## config.mk

```make
export PLATFORM = sky130hd
export DESIGN_NAME = averaged_dimmer_with_hysteresis_core
export DESIGN_NICKNAME = d
export VERILOG_FILES = /design/src/sv/adh_pkg.sv /design/src/sv/adh_ring.sv /design/src/sv/adh_divide.sv /design/src/sv/adh_gate.sv /design/src/sv/averaged_dimmer_with_hysteresis_core.sv
export SDC_FILE = /design/constraint.sdc
export NUM_CORES = 1
export LEC_CHECK = 0
export ABC_AREA = 1
export BUFFER_PORTS_ARGS = -buffer_cell sky130_fd_sc_hd__buf_2
export CORE_AREA = 4 4 198 200
export CTS_CLUSTER_DIAMETER = 30
export DETAILED_ROUTE_END_ITERATION = 12
export DIE_AREA = 0 0 202 204
export MAX_ROUTING_LAYER = met4
export PLACE_DENSITY = 0.77
export SLEW_MARGIN = 20
export SYNTH_ARGS = -nofsm -noshare
export SYNTH_HDL_FRONTEND = slang
export SYNTH_SLANG_ARGS = --single-unit
```

## constraint.sdc

```tcl
create_clock -name clk -period 6.1 [get_ports clk]
set_clock_uncertainty 0.1 [all_clocks]
set_input_delay 0.305 -clock clk [delete_from_list [all_inputs] [get_ports clk]]
set_output_delay 0.305 -clock clk [all_outputs]
set_load 0.05 [all_outputs]
```

## src/sv/adh_pkg.sv

```systemverilog
// adh_pkg: widths, register indexes and scaling constants for the averaged dimmer
// no dependencies; imported by every adh_* module and the core top level
package adh_pkg;

  // field widths
  localparam int SampleW = 12;
  localparam int AvgW    = 12;
  localparam int DutyW   = 8;
  localparam int LevelW  = 8;
  localparam int SumW    = 16;

  // largest converter value, also the ceiling of the average
  localparam int FullScale = 4095;

  // configuration port
  localparam int CfgIdxW  = 2;
  localparam int CfgDataW = 8;

  typedef logic [CfgIdxW-1:0] cfg_idx_t;

  localparam cfg_idx_t RegOffLevel = 2'd0;
  localparam cfg_idx_t RegOnLevel  = 2'd1;

  localparam logic [LevelW-1:0] OffLevelReset = 8'd20;
  localparam logic [LevelW-1:0] OnLevelReset  = 8'd30;

  // avg*255/4095 == avg*17/273; exact reciprocal of 273 for 17-bit numerators
  // (shift 17 + 9), with the factor 17 folded into the multiplier
  localparam int ScaleShift = 26;
  localparam int ScaleMulW  = 22;
  localparam int ScaleMul   = ((2**ScaleShift + 272) / 273) * 17;

  // shift for the window reciprocal: sum width plus enough bits for a window up to 16
  localparam int DivShift = SumW + 5;
  localparam int DivMulW  = DivShift + 1;

endpackage

```

## src/sv/adh_ring.sv

```systemverilog
// adh_ring: sample ring, running sum and first pipeline register
// depends on adh_pkg
module adh_ring import adh_pkg::*; #(
  parameter int WINDOW = 10
) (
  input  logic               clk,
  input  logic               rst_n,
  input  logic               in_valid,
  output logic               in_ready,
  input  logic [SampleW-1:0] in_sample,
  output logic               sum_valid,
  input  logic               sum_ready,
  output logic [SumW-1:0]    sum_value
);

  localparam int PosW = (WINDOW > 1) ? $clog2(WINDOW) : 1;

  logic [SampleW-1:0] ring_r [WINDOW];
  logic [PosW-1:0]    pos_r, pos_nxt;
  logic [SumW-1:0]    sum_r, sum_nxt;
  logic               valid_r, valid_nxt;
  logic [SumW-1:0]    out_sum_r;
  logic               accept;

  // stage is free when empty or when the next stage takes its item
  assign in_ready  = !valid_r || sum_ready;
  assign accept    = in_valid && in_ready;
  assign valid_nxt = in_ready ? in_valid : valid_r;

  // drop the oldest sample, add the new one
  assign sum_nxt = sum_r - SumW'(ring_r[pos_r]) + SumW'(in_sample);

  // position wraps at the window length
  assign pos_nxt = (pos_r == PosW'(WINDOW - 1)) ? '0 : pos_r + PosW'(1);

  // ring entries, cleared at reset
  always_ff @(posedge clk) begin
    if (!rst_n) begin
      for (int i = 0; i < WINDOW; i++) begin
        ring_r[i] <= '0;
      end
    end else if (accept) begin
      ring_r[pos_r] <= in_sample;
    end
  end

  // control state and running sum
  always_ff @(posedge clk) begin
    if (!rst_n) begin
      pos_r   <= '0;
      sum_r   <= '0;
      valid_r <= 1'b0;
    end else begin
      valid_r <= valid_nxt;
      if (accept) begin
        pos_r <= pos_nxt;
        sum_r <= sum_nxt;
      end
    end
  end

  // sum handed to the divide stage
  always_ff @(posedge clk) begin
    if (accept) begin
      out_sum_r <= sum_nxt;
    end
  end

  assign sum_valid = valid_r;
  assign sum_value = out_sum_r;

  a_pos_in_window: assert property (@(posedge clk) disable iff (!rst_n)
    32'(pos_r) < WINDOW)
    else $error("ring position beyond window");

  a_sum_bounded: assert property (@(posedge clk) disable iff (!rst_n)
    32'(sum_r) <= WINDOW * FullScale)
    else $error("running sum exceeds window full scale");

endmodule

```

## src/sv/adh_divide.sv

```systemverilog
// adh_divide: running sum divided by the window length, second pipeline register
// depends on adh_pkg
module adh_divide import adh_pkg::*; #(
  parameter int WINDOW = 10
) (
  input  logic            clk,
  input  logic            rst_n,
  input  logic            sum_valid,
  output logic            sum_ready,
  input  logic [SumW-1:0] sum_value,
  output logic            avg_valid,
  input  logic            avg_ready,
  output logic [AvgW-1:0] avg_value
);

  // exact reciprocal, rounded up
  localparam int DivMul = (2**DivShift + WINDOW - 1) / WINDOW;
  localparam int ProdW  = SumW + DivMulW;
  localparam int QuotW  = ProdW - DivShift;

  logic [ProdW-1:0] prod;
  logic [QuotW-1:0] quot;
  logic [AvgW-1:0]  avg_nxt;
  logic [AvgW-1:0]  avg_r;
  logic             valid_r;

  assign sum_ready = !valid_r || avg_ready;

  // multiply by reciprocal and shift
  assign prod = ProdW'(sum_value) * ProdW'(DivMul);
  assign quot = prod[ProdW-1:DivShift];

  // clamp to converter full scale
  assign avg_nxt = (quot > QuotW'(FullScale)) ? AvgW'(FullScale) : quot[AvgW-1:0];

  always_ff @(posedge clk) begin
    if (!rst_n) begin
      valid_r <= 1'b0;
    end else if (sum_ready) begin
      valid_r <= sum_valid;
    end
  end

  always_ff @(posedge clk) begin
    if (sum_ready && sum_valid) begin
      avg_r <= avg_nxt;
    end
  end

  assign avg_valid = valid_r;
  assign avg_value = avg_r;

endmodule

```

## src/sv/adh_gate.sv

```systemverilog
// adh_gate: scaling to 0..255, hysteresis gate and result register
// depends on adh_pkg
module adh_gate import adh_pkg::*; (
  input  logic              clk,
  input  logic              rst_n,
  input  logic              avg_valid,
  output logic              avg_ready,
  input  logic [AvgW-1:0]   avg_value,
  input  logic [LevelW-1:0] off_level,
  input  logic [LevelW-1:0] on_level,
  output logic              out_valid,
  input  logic              out_ready,
  output logic [AvgW-1:0]   out_average,
  output logic [DutyW-1:0]  out_duty,
  output logic              out_lit
);

  localparam int ProdW = AvgW + ScaleMulW;

  logic [ProdW-1:0] prod;
  logic [DutyW-1:0] scaled;
  logic             lit_r, lit_nxt;
  logic [DutyW-1:0] duty_nxt;
  logic             valid_r;
  logic [AvgW-1:0]  average_r;
  logic [DutyW-1:0] duty_r;
  logic             load;

  assign avg_ready = !valid_r || out_ready;
  assign load      = avg_valid && avg_ready;

  // avg * 255 / 4095, truncated
  assign prod   = ProdW'(avg_value) * ProdW'(ScaleMul);
  assign scaled = prod[ProdW-1:ScaleShift];

  // hysteresis on the scaled value
  always_comb begin
    lit_nxt  = lit_r;
    duty_nxt = '0;
    if (lit_r) begin
      if (scaled < off_level) begin
        lit_nxt = 1'b0;
      end else begin
        duty_nxt = scaled;
      end
    end else if (scaled >= on_level) begin
      lit_nxt  = 1'b1;
      duty_nxt = scaled;
    end
  end

  always_ff @(posedge clk) begin
    if (!rst_n) begin
      valid_r <= 1'b0;
      lit_r   <= 1'b0;
    end else begin
      if (avg_ready) begin
        valid_r <= avg_valid;
      end
      if (load) begin
        lit_r <= lit_nxt;
      end
    end
  end

  // result payload
  always_ff @(posedge clk) begin
    if (load) begin
      average_r <= avg_value;
      duty_r    <= duty_nxt;
    end
  end

  assign out_valid   = valid_r;
  assign out_average = average_r;
  assign out_duty    = duty_r;
  assign out_lit     = lit_r;

  a_dark_no_duty: assert property (@(posedge clk) disable iff (!rst_n)
    valid_r && !lit_r |-> duty_r == '0)
    else $error("duty nonzero while output dark");

  a_lit_moves_with_item: assert property (@(posedge clk) disable iff (!rst_n)
    !$past(load) |-> $stable(lit_r))
    else $error("lit flag changed without a new item");

endmodule

```

## src/sv/averaged_dimmer_with_hysteresis_core.sv

```systemverilog
// averaged_dimmer_with_hysteresis_core: top level, configuration registers and pipeline
// depends on adh_pkg, adh_ring, adh_divide, adh_gate
//
// Takes one 12-bit knob reading per item and returns one result per item: the
// truncated mean of the last WINDOW readings, that mean scaled to 0..255, gated
// by an on/off hysteresis flag, and the flag itself. The block accepts one item
// per clock while the output is not stalled. Each result passes three register
// stages, and the first one loads at the edge at which its item is accepted:
// one stage for the ring and running sum, one for the divide by WINDOW
// (a reciprocal multiply), and the result register after scaling and the gate.
// Each stage holds its item only while the next one is full and stalled, so
// input is still taken while a result waits, until every stage is full. The ring
// lives in flip-flops and is cleared by reset, so the average ramps up from zero.
// off_level and on_level may be written at any time the pipeline holds no item.
module averaged_dimmer_with_hysteresis_core import adh_pkg::*; #(
  parameter int WINDOW = 10
) (
  input  logic                clk,
  input  logic                rst_n,
  input  logic                in_valid,
  output logic                in_ready,
  input  logic [SampleW-1:0]  in_sample,
  output logic                out_valid,
  input  logic                out_ready,
  output logic [AvgW-1:0]     out_average,
  output logic [DutyW-1:0]    out_duty,
  output logic                out_lit,
  input  logic                cfg_we,
  input  cfg_idx_t            cfg_index,
  input  logic [CfgDataW-1:0] cfg_wdata
);

  logic [LevelW-1:0] off_level_r;
  logic [LevelW-1:0] on_level_r;
  logic              sum_valid, sum_ready;
  logic [SumW-1:0]   sum_value;
  logic              avg_valid, avg_ready;
  logic [AvgW-1:0]   avg_value;

  // configuration register writes
  always_ff @(posedge clk) begin
    if (!rst_n) begin
      off_level_r <= OffLevelReset;
      on_level_r  <= OnLevelReset;
    end else if (cfg_we) begin
      unique case (cfg_index)
        RegOffLevel: off_level_r <= cfg_wdata[LevelW-1:0];
        RegOnLevel:  on_level_r  <= cfg_wdata[LevelW-1:0];
        default: ;
      endcase
    end
  end

  adh_ring #(.WINDOW(WINDOW)) u_ring (
    .clk       (clk),
    .rst_n     (rst_n),
    .in_valid  (in_valid),
    .in_ready  (in_ready),
    .in_sample (in_sample),
    .sum_valid (sum_valid),
    .sum_ready (sum_ready),
    .sum_value (sum_value)
  );

  adh_divide #(.WINDOW(WINDOW)) u_divide (
    .clk       (clk),
    .rst_n     (rst_n),
    .sum_valid (sum_valid),
    .sum_ready (sum_ready),
    .sum_value (sum_value),
    .avg_valid (avg_valid),
    .avg_ready (avg_ready),
    .avg_value (avg_value)
  );

  adh_gate u_gate (
    .clk         (clk),
    .rst_n       (rst_n),
    .avg_valid   (avg_valid),
    .avg_ready   (avg_ready),
    .avg_value   (avg_value),
    .off_level   (off_level_r),
    .on_level    (on_level_r),
    .out_valid   (out_valid),
    .out_ready   (out_ready),
    .out_average (out_average),
    .out_duty    (out_duty),
    .out_lit     (out_lit)
  );

endmodule
```

==> impl_metrics.json, run 1 <==
{
  "port_buffers": 49,
  "synth_cell_types": 52,
  "crit_arrival_ps": 6320,
  "core-area_mm2": 0.0374,
  "netlist_instances": 2183,
  "die_area_mm2": 0.0412,
  "start_kind": "flop",
  "dieHeight_um": 204,
  "register_area_mm2": 0.00809,
  "detail-route-antenna-nets": 0,
  "holdPathStages": 3,
  "cts_max_level": 2,
  "place_congestion": 0.934,
  "wl_met2_um": 25400,
  "critPathBufInv": 5,
  "fmax_mhz": 164,
  "timing.reg2reg.worst_path_depth": 28,
  "cts_tree": "yes",
  "post-route-period-util": 0.998,
  "utilization": 0.667,
  "grt_pass1_wl_um": 81300,
  "wl_met3_um": 3480,
  "syn_area_mm2": 0.0214,
  "cp_top_family": "adder cells",
  "top_layer": "met4",
  "grt_max_degree": 73,
  "wl_met1_um": 20300,
  "ys_seq_area_frac": 0.378,
  "worst_slew_pin_slew_ps": 849,
  "cts_root_buf": "clkbuf_16",
  "grt_overflow": 0,
  "place_hpwl_um": 37600,
  "nets": 2754,
  "slew_headroom": 0.433,
  "cp-end-kind": "flop",
  "synth_edf_count": 240,
  "antenna_found_initial": 0,
  "status": "finished, final reports clean",
  "final-instance-count-excl-fill": 2875,
  "critPathKind": "reg -> reg",
  "cp_common_cell": "inv_2",
  "avgSynthCellArea_um2": 9.80,
  "path_depth": 28,
  "multi_input_area_mm2": 0.0115,
  "numCtsBuffers": 55,
  "clock_path_buffers": 3,
  "hold_class": "in -> reg",
  "start_util": 0.572,
  "wl_um": 50900,
  "die_x_um": 202,
  "cp_max_fo": 5,
  "syn2layout_area_growth_pct": 16.6,
  "vias": 15678,
  "num_io_pins": 50,
  "critical_path_required_ps": 6330,
  "finalCriticalPeriod_ps": 6090,
  "synthesis.nets": 2619,
  "n_fill_cell": 2767,
  "viasPerCell": 5.45,
  "first_pass_iters": 6,
  "path_clk_slew_ps": 60,
  "drv_slew": 0,
  "ys_seq_elements": 284,
  "rows": 71,
  "setup_violations": 0,
  "drc_errors": 0,
  "wire_per_inst_um": 17.7,
  "grt_setup_unrepaired": "true",
  "diodes": 0,
  "finalHoldViolations": 0,
  "maxCapViolCount": 0,
  "grt_pass1_vias": 16113,
  "grt_usage": 0.254,
  "drt_iter0_drc": 1316,
  "yosys_warnings": 0,
  "cpPeakStageDelay_ps": 690,
  "placed_cells": 2745,
  "r2r_setup_slack_ps": 10,
  "ys.flop_type": "edfxtp_1",
  "cts.sinks": 284,
  "async_flop_share": 0,
  "drive_gt1_frac": 0.129,
  "clk_latency_ps": 600,
  "cp_slowest_cell": "fa_2"
}
## sequential cells by signal, summed over array words and instances (netlist names), named ones only
register / count
u_divide.avg_valid: 1
u_ring.sum_valid: 1
off_level_r: 8
u_ring.sum_value: 16
u_gate.out_lit: 1
on_level_r: 8
u_gate.out_average: 12
u_gate.out_duty: 8
u_gate.out_valid: 1
u_ring.sum_r: 16
u_ring.ring_r: 192
u_divide.avg_value: 12
u_ring.pos_r: 4
## cell families after synthesis
group / Yosys count / share of synthesized area
buffers and inverters: 571 / 0.101
multiplexers: 48 / 0.0225
flip-flops: 284 / 0.378
AO/OA/AOI/OAI: 359 / 0.0994
XOR/XNOR: 44 / 0.0184
AND/OR/NAND/NOR: 468 / 0.0895
adder cells (fa/ha/maj): 409 / 0.291
## cell usage after synthesis (7+ instances only)
cell type,instances,share of area
o21ai_0,109,0.025
o211ai_1,56,0.020
buf_2,16,0.0037
nand2_2,15,0.0044
nand4_1,7,0.0020
a21oi_1,128,0.030
edfxtp_1,240,0.34
nand2_1,182,0.032
nor2_1,204,0.036
nor3_1,10,0.0023
dfxtp_1,44,0.041
a21oi_2,7,0.0029
o22ai_1,8,0.0023
clkbuf_1,31,0.0054
xnor2_1,16,0.0065
fa_1,147,0.14
ha_1,262,0.15
xor2_1,27,0.011
inv_1,517,0.091
nand3_1,36,0.0084
mux2i_1,48,0.022
a21o_1,10,0.0035
## area by class of cell
type	instances	share of cell area
clock buffers	59	0.0562
clock inverters	44	0.0189
inverters	519	0.0781
multi-input cells	1329	0.461
flip-flops and latches	284	0.324
well taps	511	0.0256
repair buffers	129	0.0362
## timing repair
item                                    CTS  global route
buffers inserted                          3             9
hold endpoints to repair                 19             0
endpoints found under the setup margin    9            20
hold buffers                             13             0
pin swaps                                 7            37
cloned                                    1             1
gates resized for setup                  10            61
## metrics by stage
step / setup WS, ps / hold WS, ps / instance area [µm²] / TNS (ps)
floorplan: 194 / 335 / 21400 / 0
global placement: 1.92 / 355 / 22500 / 0
global route: -262 / 36.0 / 24900 / -2340
CTS: 15.5 / 10.2 / 24600 / 0
finish: 12.6 / 44.8 / 24900 / 0
detailed placement: -209 / 362 / 22500 / -1630
## final timing paths
check / to / startpoint
max: u_gate.out_duty[2] / u_divide.avg_value[3]
min: u_ring.ring_r[7][4] / in_sample[4]
max reg2reg: u_gate.out_duty[2] / u_divide.avg_value[3]
min reg2reg: off_level_r[1] / off_level_r[1]
## worst register-to-register path, delay by kind of cell, from the launching register on
kind | cells | cell delay (ps)
compound gates | 3 | 540
xor+xnor | 2 | 390
fa+ha+maj | 7 | 3050
buf+inv | 5 | 280
flops | 1 | 430
simple gates | 11 | 1040
## cell usage in the layout (no fill, tap or decap), types with 6 or more instances in the layout
cell type,count
inv_1,513
nand2_2,22
edfxtp_1,240
ha_4,11
clkinvlp_4,9
o21ai_1,9
buf_4,63
o21ai_0,103
nor2_1,195
nand2_1,173
nor3_1,6
o22ai_1,8
nand4_1,7
xor2_1,25
inv_6,8
nor2_2,13
xnor2_1,15
a21oi_2,11
clkbuf_16,55
a21o_1,10
dlygate4sd3_1,13
nand3_1,34
fa_1,146
ha_1,251
clkinv_2,8
a21oi_1,124
o211ai_1,56
dfxtp_1,43
clkinv_1,6
mux2i_1,48
buf_2,49
## layer usage
metal  global-route usage  vias up
met3               0.0411      127
met2                0.430      596
li1                     -     7415
met5                    -        -
met4               0.0881        0
met1                0.314     7540
Power of run 1 is left out: the tool's default activity adds up to more than one toggle a clock period on the data nets, which glitch-free logic cannot reach.
==> run 2: changes to the inputs <==
- CORE_AREA: 4 4 198 200 -> 4 4 177 222
- DIE_AREA: 0 0 202 204 -> 0 0 181 226
==> impl_metrics.json, run 2 (synthesized netlist as in run 1, its figures left out) <==
{
  "status": "finished, violations left",
  "violations": "negative setup slack",
  "drv_slew": 0,
  "regMostFlops": "u_ring.ring_r",
  "nets": 2763,
  "grt_usage": 0.265,
  "path_clk_slew_ps": 50,
  "start_util": 0.577,
  "preCtsSetupSlack_ps": -297,
  "syn2layout_area_growth_pct": 16.3,
  "core-area_mm2": 0.0371,
  "drc_errors": 0,
  "clk_latency_ps": 570,
  "post-route-period-util": 1.02,
  "grt_pass1_vias": 16607,
  "grt_pass1_wl_um": 84000,
  "worst_slew_pin_slew_ps": 853,
  "grt_setup_unrepaired": "true",
  "critPathKind": "reg -> reg",
  "r2r_start": "u_divide.avg_value[3]",
  "largest_reg_flops": 192,
  "cts_tree": "yes",
  "port_buffers": 49,
  "cp-end-kind": "flop",
  "viasPerCell": 5.58,
  "num_io_pins": 50,
  "die_area_mm2": 0.0409,
  "detail-route-antenna-nets": 0,
  "n_fill_cell": 2732,
  "critPathBufInv": 6,
  "crit_arrival_ps": 6420,
  "first_pass_iters": 6,
  "cpPeakStageDelay_ps": 650,
  "crit_start": "u_divide.avg_value[3]",
  "place_hpwl_um": 38800,
  "drt_iter0_drc": 1097,
  "vias": 15928,
  "wire_per_inst_um": 18.8,
  "final_cell_mix": "inv_1, ha_1, edfxtp_1",
  "place_congestion": 0.943,
  "rows": 79,
  "finalCriticalPeriod_ps": 6200,
  "min_from": "cfg_index[0]",
  "critical_path_required_ps": 6320,
  "numCtsBuffers": 47,
  "fmax_mhz": 161,
  "cp_max_fo": 5,
  "dieHeight_um": 226,
  "cts_max_level": 2,
  "antenna_found_initial": 1,
  "slew_headroom": 0.431,
  "grt_max_degree": 64,
  "drive_gt1_frac": 0.142,
  "cp_top_family": "adder cells",
  "grt_overflow": 0,
  "hold_class": "in -> reg",
  "cts.sinks": 284,
  "layout_commonest_cell": "inv_1",
  "wl_um": 53700,
  "die_x_um": 181,
  "setup_violations": 8,
  "cp_slowest_cell": "fa_2",
  "finalHoldViolations": 0,
  "maxCapViolCount": 0,
  "start_kind": "flop",
  "setup_ws_ps": -97.3,
  "clock_path_buffers": 3,
  "cts_root_buf": "clkbuf_16"
}
-- run 2: cell types whose count changed in the layout (fill, tap and decap cells not counted), moves of 5 or more --
cell | previous run | this run
ha_4 | 11 | 16
buf_4 | 63 | 83
clkinv_1 | 6 | 1
a21oi_1 | 124 | 118
clkbuf_16 | 55 | 48
clkbuf_1 | 3 | 10
a21oi_2 | 11 | 17
clkinvlp_4 | 9 | 3
ha_1 | 251 | 244
-- run 2: worst paths after layout --
kind / endpoint / slack [ps] / depth (start not counted)
max: u_gate.out_duty[6] / -100 / 27
min: off_level_r[2] / 50 / 3
max reg2reg: u_gate.out_duty[6] / -100 / 27
min reg2reg: off_level_r[6] / 380 / 2
-- run 2: worst register-to-register path, delay by kind of cell, from the launching register on --
kind / cells / cell delay [ps]
xor+xnor: 2 / 390
simple gates: 6 / 580
fa+ha+maj: 7 / 2880
flops: 1 / 420
compound gates: 6 / 950
buf+inv: 6 / 610
-- run 2: area by class of cell --
| class | count | area [µm²] | share of cell area |
|---|---|---|---|
| clock inverter | 28 | 324 | 0.0130 |
| sequential | 284 | 8090 | 0.325 |
| inverter | 519 | 1950 | 0.0783 |
| tap | 486 | 608 | 0.0244 |
| timing repair buffer | 146 | 1030 | 0.0415 |
| clock buffer | 60 | 1270 | 0.0509 |
| multi-input combinational | 1329 | 11600 | 0.467 |
| antenna | 1 | 2.50 | 0.000101 |
-- run 2: repair_timing --
item,CTS,global route
endpoints found under the setup margin,9,21
pin swaps,17,37
hold buffers,9,0
gates cloned,1,0
gates resized for setup,35,62
buffers inserted,12,15
hold endpoints to repair,17,0
-- run 2: through the flow --
step | std cells | hold WS [ps] | instance area (µm²) | setup TNS, ps | utilization
5_1_grt | 2853 | 78.6 | 24900 | -3030 | 0.671
4_1_cts | 2837 | 43.1 | 24500 | 0 | 0.660
3_5_place_dp | 2727 | 364 | 22500 | -2380 | 0.608
2_1_floorplan | 2183 | 335 | 21400 | 0 | -
6_report | 2853 | 50.0 | 24900 | -580 | 0.671
3_3_place_gp | 2727 | 362 | 22500 | -257 | 0.608
-- run 2: layer usage --
metal | part of all wire | vias to the layer above | global-route usage | wire length [µm]
met1 | 0.37 | 7713 | 0.303 | 20100
met4 | 0.050 | 0 | 0.111 | 2670
met5 | 0 | - | - | 0
met3 | 0.054 | 193 | 0.0287 | 2900
li1 | - | 7414 | - | -
met2 | 0.52 | 608 | 0.476 | 28100
Power of run 2 is left out for the same reason.
